<file path="config.mk">
export PLATFORM = sky130hd
export DESIGN_NAME = serial_command_frame_parser
export DESIGN_NICKNAME = d
export VERILOG_FILES = /design/src/rtl/scfp_pkg.sv /design/src/rtl/serial_command_frame_parser.sv
export SDC_FILE = /design/constraint.sdc
export NUM_CORES = 1
export LEC_CHECK = 0
export ABC_AREA = 0
export BUFFER_PORTS_ARGS = -buffer_cell sky130_fd_sc_hd__buf_4
export CAP_MARGIN = 25
export CORE_MARGIN = 4
export CORE_UTILIZATION = 40
export DETAILED_ROUTE_END_ITERATION = 6
export GPL_ROUTABILITY_DRIVEN = 0
export SLEW_MARGIN = 10
export SYNTH_ARGS = -nofsm -noshare
export SYNTH_HDL_FRONTEND = slang
export SYNTH_SLANG_ARGS = --single-unit
</file>
<file path="constraint.sdc">
create_clock -name clk -period 6 [get_ports clk]
set_input_delay 1.2 -clock clk [delete_from_list [all_inputs] [get_ports clk]]
set_output_delay 1.2 -clock clk [all_outputs]
set_load 0.05 [all_outputs]
</file>
<file path="src/rtl/scfp_pkg.sv">
// ----------------------------------------------------------------------------
// scfp_pkg
// shared types and constants of the serial command frame parser
// ----------------------------------------------------------------------------
package scfp_pkg;

  localparam int ByteW  = 8;
  localparam int LimitW = 4;
  localparam int WordW  = 24;
  localparam int IndexW = 2;

  typedef enum logic [IndexW-1:0] {
    CFG_START_DELIM = 2'd0,
    CFG_END_DELIM   = 2'd1,
    CFG_ROW_LIMIT   = 2'd2,
    CFG_COL_LIMIT   = 2'd3
  } cfg_index_t;

  typedef enum logic [1:0] {
    ECHO_NONE  = 2'd0,
    ECHO_BYTE  = 2'd1,
    ECHO_LINE  = 2'd2,
    ECHO_UNREC = 2'd3
  } echo_kind_t;

  localparam logic [ByteW-1:0] ChE     = 8'h45;
  localparam logic [ByteW-1:0] ChN     = 8'h4e;
  localparam logic [ByteW-1:0] ChD     = 8'h44;
  localparam logic [ByteW-1:0] ChW     = 8'h57;
  localparam logic [ByteW-1:0] ChT     = 8'h54;
  localparam logic [ByteW-1:0] ChA     = 8'h41;
  localparam logic [ByteW-1:0] ChB     = 8'h42;
  localparam logic [ByteW-1:0] ChDash  = 8'h2d;
  localparam logic [ByteW-1:0] ChZero  = 8'h30;
  localparam logic [ByteW-1:0] ChCr    = 8'h0d;
  localparam logic [ByteW-1:0] ChLf    = 8'h0a;

  localparam logic [ByteW-1:0]  StartDelimRst = 8'h24;
  localparam logic [ByteW-1:0]  EndDelimRst   = 8'h21;
  localparam logic [LimitW-1:0] RowLimitRst   = 4'd7;
  localparam logic [LimitW-1:0] ColLimitRst   = 4'd7;

  typedef struct packed {
    logic              command_valid;
    logic [WordW-1:0]  command_word;
    echo_kind_t        echo_kind;
    logic [ByteW-1:0]  echo_byte;
    logic              error_flag;
  } result_t;

  function automatic logic digit_ok(input logic [ByteW-1:0] b,
                                    input logic [LimitW-1:0] limit);
    logic [ByteW-1:0] diff;
    diff = b - ChZero;
    return (b > ChZero) && (diff <= {{(ByteW-LimitW){1'b0}}, limit});
  endfunction

endpackage

</file>
<file path="src/rtl/serial_command_frame_parser.sv">
// ----------------------------------------------------------------------------
// serial_command_frame_parser
// delimited three-byte command frame parser with echo and error level
// ----------------------------------------------------------------------------
// an accepted byte's result is registered in the out_ register, or in the skid register while out_stall holds it
// throughput: 1 byte per cycle while in_stall is low, set by the single frame-state update per byte
// a two-entry output buffer (result register plus skid) lets a byte be taken
// while the previous result waits; in_stall rises only when both are full
// reset: frame state, error level and buffers cleared, registers to defaults
// ----------------------------------------------------------------------------
module serial_command_frame_parser (
  input  logic                       clk,
  input  logic                       rst_n,
  input  logic                       in_valid,
  output logic                       in_stall,
  input  logic [scfp_pkg::ByteW-1:0] in_rx_byte,
  output logic                       out_valid,
  input  logic                       out_stall,
  output logic                       out_command_valid,
  output logic [scfp_pkg::WordW-1:0] out_command_word,
  output logic [1:0]                 out_echo_kind,
  output logic [scfp_pkg::ByteW-1:0] out_echo_byte,
  output logic                       out_error_flag,
  input  logic                       cfg_valid,
  output logic                       cfg_ready,
  input  logic [scfp_pkg::IndexW-1:0] cfg_index,
  input  logic [scfp_pkg::ByteW-1:0] cfg_data
);
  import scfp_pkg::*;

  logic [ByteW-1:0]  start_delim_r, end_delim_r;
  logic [LimitW-1:0] row_limit_r, col_limit_r;

  logic              in_frame_r, in_frame_nxt;
  logic [1:0]        count_r, count_nxt;
  logic [ByteW-1:0]  cmd_r [3];
  logic [ByteW-1:0]  cmd_nxt [3];
  logic              err_r, err_nxt;

  result_t           res, out_r, skid_r;
  logic              out_valid_r, skid_valid_r;
  logic              take;

  logic [ByteW-1:0]  echo;
  echo_kind_t        kind;
  logic              frame_ok;

  assign cfg_ready = 1'b1;
  assign in_stall  = skid_valid_r;
  assign take      = in_valid && !skid_valid_r;

  always_ff @(posedge clk) begin
    if (!rst_n) begin
      start_delim_r <= StartDelimRst;
      end_delim_r   <= EndDelimRst;
      row_limit_r   <= RowLimitRst;
      col_limit_r   <= ColLimitRst;
    end else if (cfg_valid) begin
      unique case (cfg_index_t'(cfg_index))
        CFG_START_DELIM: start_delim_r <= cfg_data;
        CFG_END_DELIM:   end_delim_r   <= cfg_data;
        CFG_ROW_LIMIT:   row_limit_r   <= cfg_data[LimitW-1:0];
        CFG_COL_LIMIT:   col_limit_r   <= cfg_data[LimitW-1:0];
        default: ;
      endcase
    end
  end

  always_comb begin
    frame_ok = 1'b0;
    if (cmd_r[0] == ChE && cmd_r[1] == ChN && cmd_r[2] == ChD) frame_ok = 1'b1;
    if (cmd_r[0] == ChN && cmd_r[1] == ChE && cmd_r[2] == ChW) frame_ok = 1'b1;
    if (cmd_r[0] == ChT && cmd_r[1] == ChA && cmd_r[2] == ChB) frame_ok = 1'b1;
    if (cmd_r[1] == ChDash && digit_ok(cmd_r[0], row_limit_r) &&
        digit_ok(cmd_r[2], col_limit_r)) frame_ok = 1'b1;
  end

  always_comb begin
    echo         = (in_rx_byte == ChCr) ? ChLf : in_rx_byte;
    kind         = ECHO_NONE;
    in_frame_nxt = in_frame_r;
    count_nxt    = count_r;
    cmd_nxt      = cmd_r;
    err_nxt      = err_r;
    res          = '0;
    if (!in_frame_r) begin
      if (in_rx_byte == start_delim_r) begin
        err_nxt      = 1'b0;
        in_frame_nxt = 1'b1;
        kind         = ECHO_BYTE;
      end
    end else if (in_rx_byte == end_delim_r) begin
      if (frame_ok) begin
        res.command_valid = 1'b1;
        res.command_word  = {cmd_r[2], cmd_r[1], cmd_r[0]};
        kind              = ECHO_LINE;
      end else begin
        kind = ECHO_UNREC;
      end
      in_frame_nxt = 1'b0;
      count_nxt    = 2'd0;
    end else if (count_r == 2'd3) begin
      count_nxt = 2'd0;
      err_nxt   = 1'b1;
    end else begin
      cmd_nxt[count_r] = in_rx_byte;
      count_nxt        = count_r + 2'd1;
      kind             = ECHO_BYTE;
    end
    // a zero byte is never echoed
    if ((kind == ECHO_BYTE || kind == ECHO_LINE) && echo == '0) kind = ECHO_NONE;
    res.echo_kind  = kind;
    res.echo_byte  = (kind == ECHO_BYTE || kind == ECHO_LINE) ? echo : '0;
    res.error_flag = err_nxt;
  end

  always_ff @(posedge clk) begin
    if (!rst_n) begin
      in_frame_r <= 1'b0;
      count_r    <= 2'd0;
      cmd_r      <= '{default: '0};
      err_r      <= 1'b0;
    end else if (take) begin
      in_frame_r <= in_frame_nxt;
      count_r    <= count_nxt;
      cmd_r      <= cmd_nxt;
      err_r      <= err_nxt;
    end
  end

  always_ff @(posedge clk) begin
    if (!rst_n) begin
      out_valid_r  <= 1'b0;
      skid_valid_r <= 1'b0;
    end else if (!out_valid_r || !out_stall) begin
      if (skid_valid_r) begin
        out_valid_r  <= 1'b1;
        skid_valid_r <= 1'b0;
      end else begin
        out_valid_r <= take;
      end
    end else if (take) begin
      skid_valid_r <= 1'b1;
    end
  end

  always_ff @(posedge clk) begin
    if (!out_valid_r || !out_stall) begin
      if (skid_valid_r) begin
        out_r <= skid_r;
      end else if (take) begin
        out_r <= res;
      end
    end else if (take) begin
      skid_r <= res;
    end
  end

  assign out_valid         = out_valid_r;
  assign out_command_valid = out_r.command_valid;
  assign out_command_word  = out_r.command_word;
  assign out_echo_kind     = out_r.echo_kind;
  assign out_echo_byte     = out_r.echo_byte;
  assign out_error_flag    = out_r.error_flag;

endmodule

</file>
* Word level (Yosys, flattened, before mapping) *
Cells that the tools add are included.

storage, ports and cells
  register bits = 126
  logic and storage cells = 118
  output and inout bits = 39
  input port bits = 23

operators by class
  reductions and logical operators = 31
  bitwise logic cells = 5
  $lt $le $gt $ge = 6
  add/sub/neg operators = 3
  equality and inequality tests = 21
  muxes and demuxes = 30

operator list
  operator                                                       number
  two-way mux 25 bit                                             3
  equality test 8 x 7 -> 1 bit, second input constant            9
  two-way mux 36 bit                                             2
  bitwise mux 24 bit                                             1
  two-way mux 8 bit                                              3
  demux 8 bit (select 2 bit)                                     1
  equality test 8 bit                                            2
  greater-than comparator 8 x 6 -> 1 bit, second input constant  2
  less-or-equal comparator 8 x 4 -> 1 bit                        2
  subtractor 8 x 6 -> 8 bit, second input constant               2
  two-way mux 1 bit                                              15
  AND reduction 2 bit                                            7
  logical AND 1 bit                                              13
  equality test 2 bit, second input constant                     5
  two-way mux 2 bit                                              5
  equality test 8 x 4 -> 1 bit, second input constant            1
  equality test 8 x 6 -> 1 bit, second input constant            1
  zero test 8 bit                                                1
  equality test 2 x 1 -> 1 bit, second input constant            3
  NOT 1 bit                                                      4
  AND reduction 4 bit                                            1
  >= comparator 3 bit, second input constant                     1
  zero test 1 bit                                                3
  logical OR 1 bit                                               3
  6 further kinds                                                6

* Depth between registers and ports, before layout *
  depth after elaboration = 19
  depth in mapped cells = 10
  depth with buffers taken out = 9

* Least setup slack after synthesis *
Ideal clock, no wire load.

  kind = flip-flop to flip-flop
  start point = register skid_valid_r (netlist: in_stall)
  end point = register out_r (netlist bit out_command_valid), enable pin
  path slack = 2.423 ns
  clock period less this slack = 3.577 ns
  library setup time = 0.441 ns
  required time = 5.559 ns
  path buffers = 2
  cell stages (with the launch flop) = 5
  data arrival time = 3.136 ns
  cells stage by stage = dfxtp_1 clkbuf_1 clkbuf_1 nor2_1 a21oi_1

between the ends
  longest elaborated chain between the ends = 4

RTL lines
  item                                      line                                source
  start: declaration                        serial_command_frame_parser.sv:41   logic out_valid_r, skid_valid_r;
  start signal: assignment                  serial_command_frame_parser.sv:134  skid_valid_r <= 1'b0;
  start signal: assignment                  serial_command_frame_parser.sv:138  skid_valid_r <= 1'b0;
  start signal: assignment                  serial_command_frame_parser.sv:143  skid_valid_r <= 1'b1;
  zero test 1 bit                           serial_command_frame_parser.sv:50   assign take = in_valid && !skid_valid_r;
  logical AND 1 bit                         serial_command_frame_parser.sv:50
  nonzero test 2 bit (no source line) (*)   --
  AND reduction 2 bit (no source line) (*)  --
  end signal: assignment                    serial_command_frame_parser.sv:150  out_r <= skid_r;
  end signal: assignment                    serial_command_frame_parser.sv:152  out_r <= res;
  end: declaration                          serial_command_frame_parser.sv:40   result_t res, out_r, skid_r;

Every way passes the cells marked *; elsewhere a longest branch is shown, timed or not.
A chain may end at the register's enable or synchronous reset.

* Worst setup path after layout *
  start point = input in_rx_byte[3] (netlist name)
  end point = register out_r (netlist bit out_echo_byte[1]), data pin

between the ends
  longest elaborated chain between the ends = 12
  elaborated cells between the ends (all ways) = 19
  those cells by class = 7 x eq/ne; 8 x mux; 4 x reduce/logical

RTL lines
  item                                                                        line                                                                  source
  start: declaration                                                          serial_command_frame_parser.sv:16                                     input logic [scfp_pkg::ByteW-1:0] in_rx_byte,
  equality test 8 bit (on tied branches)                                      serial_command_frame_parser.sv:87, serial_command_frame_parser.sv:92
  two-way mux 1 bit / two-way mux 2 bit (equally long branches)               serial_command_frame_parser.sv:87, serial_command_frame_parser.sv:92
  two-way mux 2 bit                                                           serial_command_frame_parser.sv:86                                     if (!in_frame_r) begin
  equality test 2 x 1 -> 1 bit / equality test 2 bit (equally long branches)  serial_command_frame_parser.sv:111                                    if ((kind == ECHO_BYTE || kind == ECHO_LINE) && echo == '0) kind = ECHO_NONE;
  logical OR 1 bit                                                            serial_command_frame_parser.sv:111
  logical AND 1 bit                                                           serial_command_frame_parser.sv:111
  two-way mux 2 bit                                                           serial_command_frame_parser.sv:111
  equality test 2 x 1 -> 1 bit / equality test 2 bit (equally long branches)  serial_command_frame_parser.sv:113                                    res.echo_byte = (kind == ECHO_BYTE || kind == ECHO_LINE) ? echo : '0;
  logical OR 1 bit                                                            serial_command_frame_parser.sv:113
  two-way mux 8 bit (*)                                                       serial_command_frame_parser.sv:113
  two-way mux 36 bit (*)                                                      serial_command_frame_parser.sv:151                                    end else if (take) begin
  two-way mux 36 bit (*)                                                      serial_command_frame_parser.sv:149                                    if (skid_valid_r) begin

Every way passes the cells marked *; elsewhere a longest branch is shown, timed or not. The select of a mux whose other input is x is not followed.

==> reports/results.tsv <==
metric	value	unit
maxCapViolations	0	
critPathMaxStageDelay	590	ps
fin_worst_skew	8.26	ps
antennaDiodeCount	0	
cts.sinks	126	
cts_buffer_depth	2	
min-delay-start	err_r	
row_count	43	
yosysSeqAreaShare	0.566	
synth_seq_cells	126	
power.leakage	2.71	nW
critical-path-top-delay-family	simple AND/OR/NAND/NOR gates	
slew-limit-headroom	0.500	
hold_violations	0	
synth_top_area_frac	0.377	
critPathSlowestCell	nor2_1	
hp-class	reg -> reg	
layout-drive-gt1-share	0.187	
period_share	0.480	
hold_buffers	0	
grt_use_total	0.153	
io_pins	62	
pwr-share-seq	0.432	
clk-insertion-delay-late	410	ps
layout.nets	599	
cts_tree	yes	
clockRootBuffer	clkbuf_16	
viasPerCell	5.03	
grt_max_degree	68	
crit_path_end_kind	register	
critPathRequiredTime	6140	ps
drtAntennaViolNets	0	
yosysWarnings	0	
ys.flop_type	edfxtp_1	
async_flop_share	0	
postCtsSetupBuffers	0	
grt_pass1_wl	19500	µm
post_dp_cell_area	6340	µm²
fillers	1258	
vdd_ir_drop_max	0.000171	V
dieArea	16300	µm²
synth_common_cells	edfxtp_1 (72), nand2_1 (63), dfxtp_1 (54)	
initial_core_util	0.412	
crit_chain	buf_4 > xnor2_1 > nand4_1 > nor2_1 > nand2_1 > o2bb2ai_4 > o31ai_1	
status	complete, no violations	
p_int	0.00172	W
port_buffers	60	
critical_path_buf_inv_count	1	
syn_area_per_cell	11.3	µm²
fmax	347	MHz
drc_errors	0	
yosysMostFrequentCell	edfxtp_1	
synth_edf_count	72	
crit_fanout	16	
power_switching	0.000472	W
cp-startpoint	in_rx_byte[3]	
comb_power_share	0.071	
grt-ovfl-total	0	
num_vias	3807	
grt_pass1_vias	3823	
htreeDepth	4	
yosys.area.top_type	edfxtp_1	
coreArea	13900	µm²
areaGrowthSynthToFinish	21.5	%
p_clk_frac	0.497	
synth_cells	509	
cts_inserted_buffers	17	
die_w	128	µm
wirelength	11800	µm
syn-cell-area	5730	µm²
critPathKind	in -> reg	
cp.arrival	3020	ps
fin_tns_setup	0	ps
hpwlAfterDp	8170	µm
powerDensity	315	nW/µm²
routedWlPerCell	15.5	µm
min_period	2880	ps
crit_path_start_kind	primary input	
antenna_found_initial	0	
clkTransAtPathRegs	50	ps
final_area	6970	µm²
drtPass1Iterations	4	
final_max_slew_viol_count	0	
worst_pin_slew	748	ps
synth_area_leaders	edfxtp_1 (38%), dfxtp_1 (19%), mux2i_1 (6.6%)	
drt-initial-drc-count	218	
ctsResizeCount	0	
setup_violations	0	
power_switching_share	0.215	
dieHeight	128	µm
r2r-start	cmd_r[12]	
synthDistinctLibCells	54	
rsz0062_at_grt	no	
## power groups by stage
stage               Sequential (W)  Combinational [W]  Clock (W)
CTS                       0.000948           0.000157    0.00111
floorplan                  0.00102          0.0000538          0
detailed placement        0.000966           0.000157          0
global placement          0.000966           0.000152          0
global route              0.000950           0.000167    0.00115
finish                    0.000948           0.000156    0.00109
## stage by stage
| stage | power [W] | setup WS, ps | hold slack [ps] | utilization | cells |
|---|---|---|---|---|---|
| after CTS | 0.00222 | 3110 | 473 | 0.500 | 757 |
| after floorplan | 0.00107 | 2420 | 440 | - | 512 |
| after global routing | 0.00227 | 2900 | 497 | 0.500 | 757 |
| after detailed placement | 0.00112 | 2670 | 463 | 0.455 | 725 |
| after global placement | 0.00112 | 2730 | 454 | 0.453 | 724 |
| final | 0.00219 | 3120 | 472 | 0.500 | 757 |
## layout by cell type (no fill, tap or decap), types with 8 or more instances in the layout
cell type  synthesis  layout
mux2i_1           38      38
ha_1              12      12
and2_1            23      23
nand2b_1          15      15
o31ai_1            8       8
o21ai_1           18      18
nor2b_1           34      34
edfxtp_1          72      72
xnor2_1           15      15
clkbuf_16          0      17
inv_1             20      20
dfxtp_1           54      53
a21boi_0           9       9
nand2_1           63      63
nor2_1            19      18
buf_4              1      63
## final cells by class
type	instances	area, µm²	area share
clock buffer	19	433	0.0622
clock inverter	13	195	0.0280
inverter	21	80.1	0.0115
multi-input combinational	334	2290	0.328
sequential	126	3240	0.466
tap	180	225	0.0323
timing repair buffer	64	500	0.0719
## metal layers
metal,GRT usage,part of all wire,up-vias
met5,0,0,-
met4,0.0730,0.027,0
met3,0.0396,0.049,27
met2,0.228,0.45,103
met1,0.208,0.47,1789
li1,-,-,1888
## sequential cells by signal, indices dropped and copies added (netlist names)
register	cells
out_error_flag	1
out_echo_kind	2
row_limit_r	4
skid_r	36
out_command_valid	1
out_command_word	24
err_r	1
in_frame_r	1
start_delim_r	8
end_delim_r	8
cmd_r	24
count_r	2
out_echo_byte	8
out_valid	1
col_limit_r	4
in_stall	1
## kinds of logic (layout without fill, tap and decap cells)
logic type / after synthesis / count (layout) / share of synthesized area
muxes: 39 / 39 / 0.0683
DFF: 126 / 126 / 0.566
xor gates and xnor gates: 16 / 16 / 0.0244
adders and majority gates: 12 / 12 / 0.0262
AOI/OAI and AO/OA: 58 / 58 / 0.0768
buffers and inverters: 52 / 117 / 0.0399
other: 2 / 5 / 0.00131
and+or+nand+nor: 204 / 204 / 0.197
## worst reg2reg max path, stage by stage, from the launching register on
cell and delay (ps):
dfxtp_1 310, nor4_1 660, nand4b_1 200, a2111o_1 470, o221ai_4 310, nand3_4 310
clkinv_2 320, and2_1 170
## final timing paths
check	depth (start not counted)	end	slack (ps)
setup / recovery	7	out_echo_byte[1]	3120
hold / removal	2	err_r	470
setup reg to reg	7	skid_r[19]	3140
hold reg to reg	2	err_r	470
(Power assumes the default switching activity.)
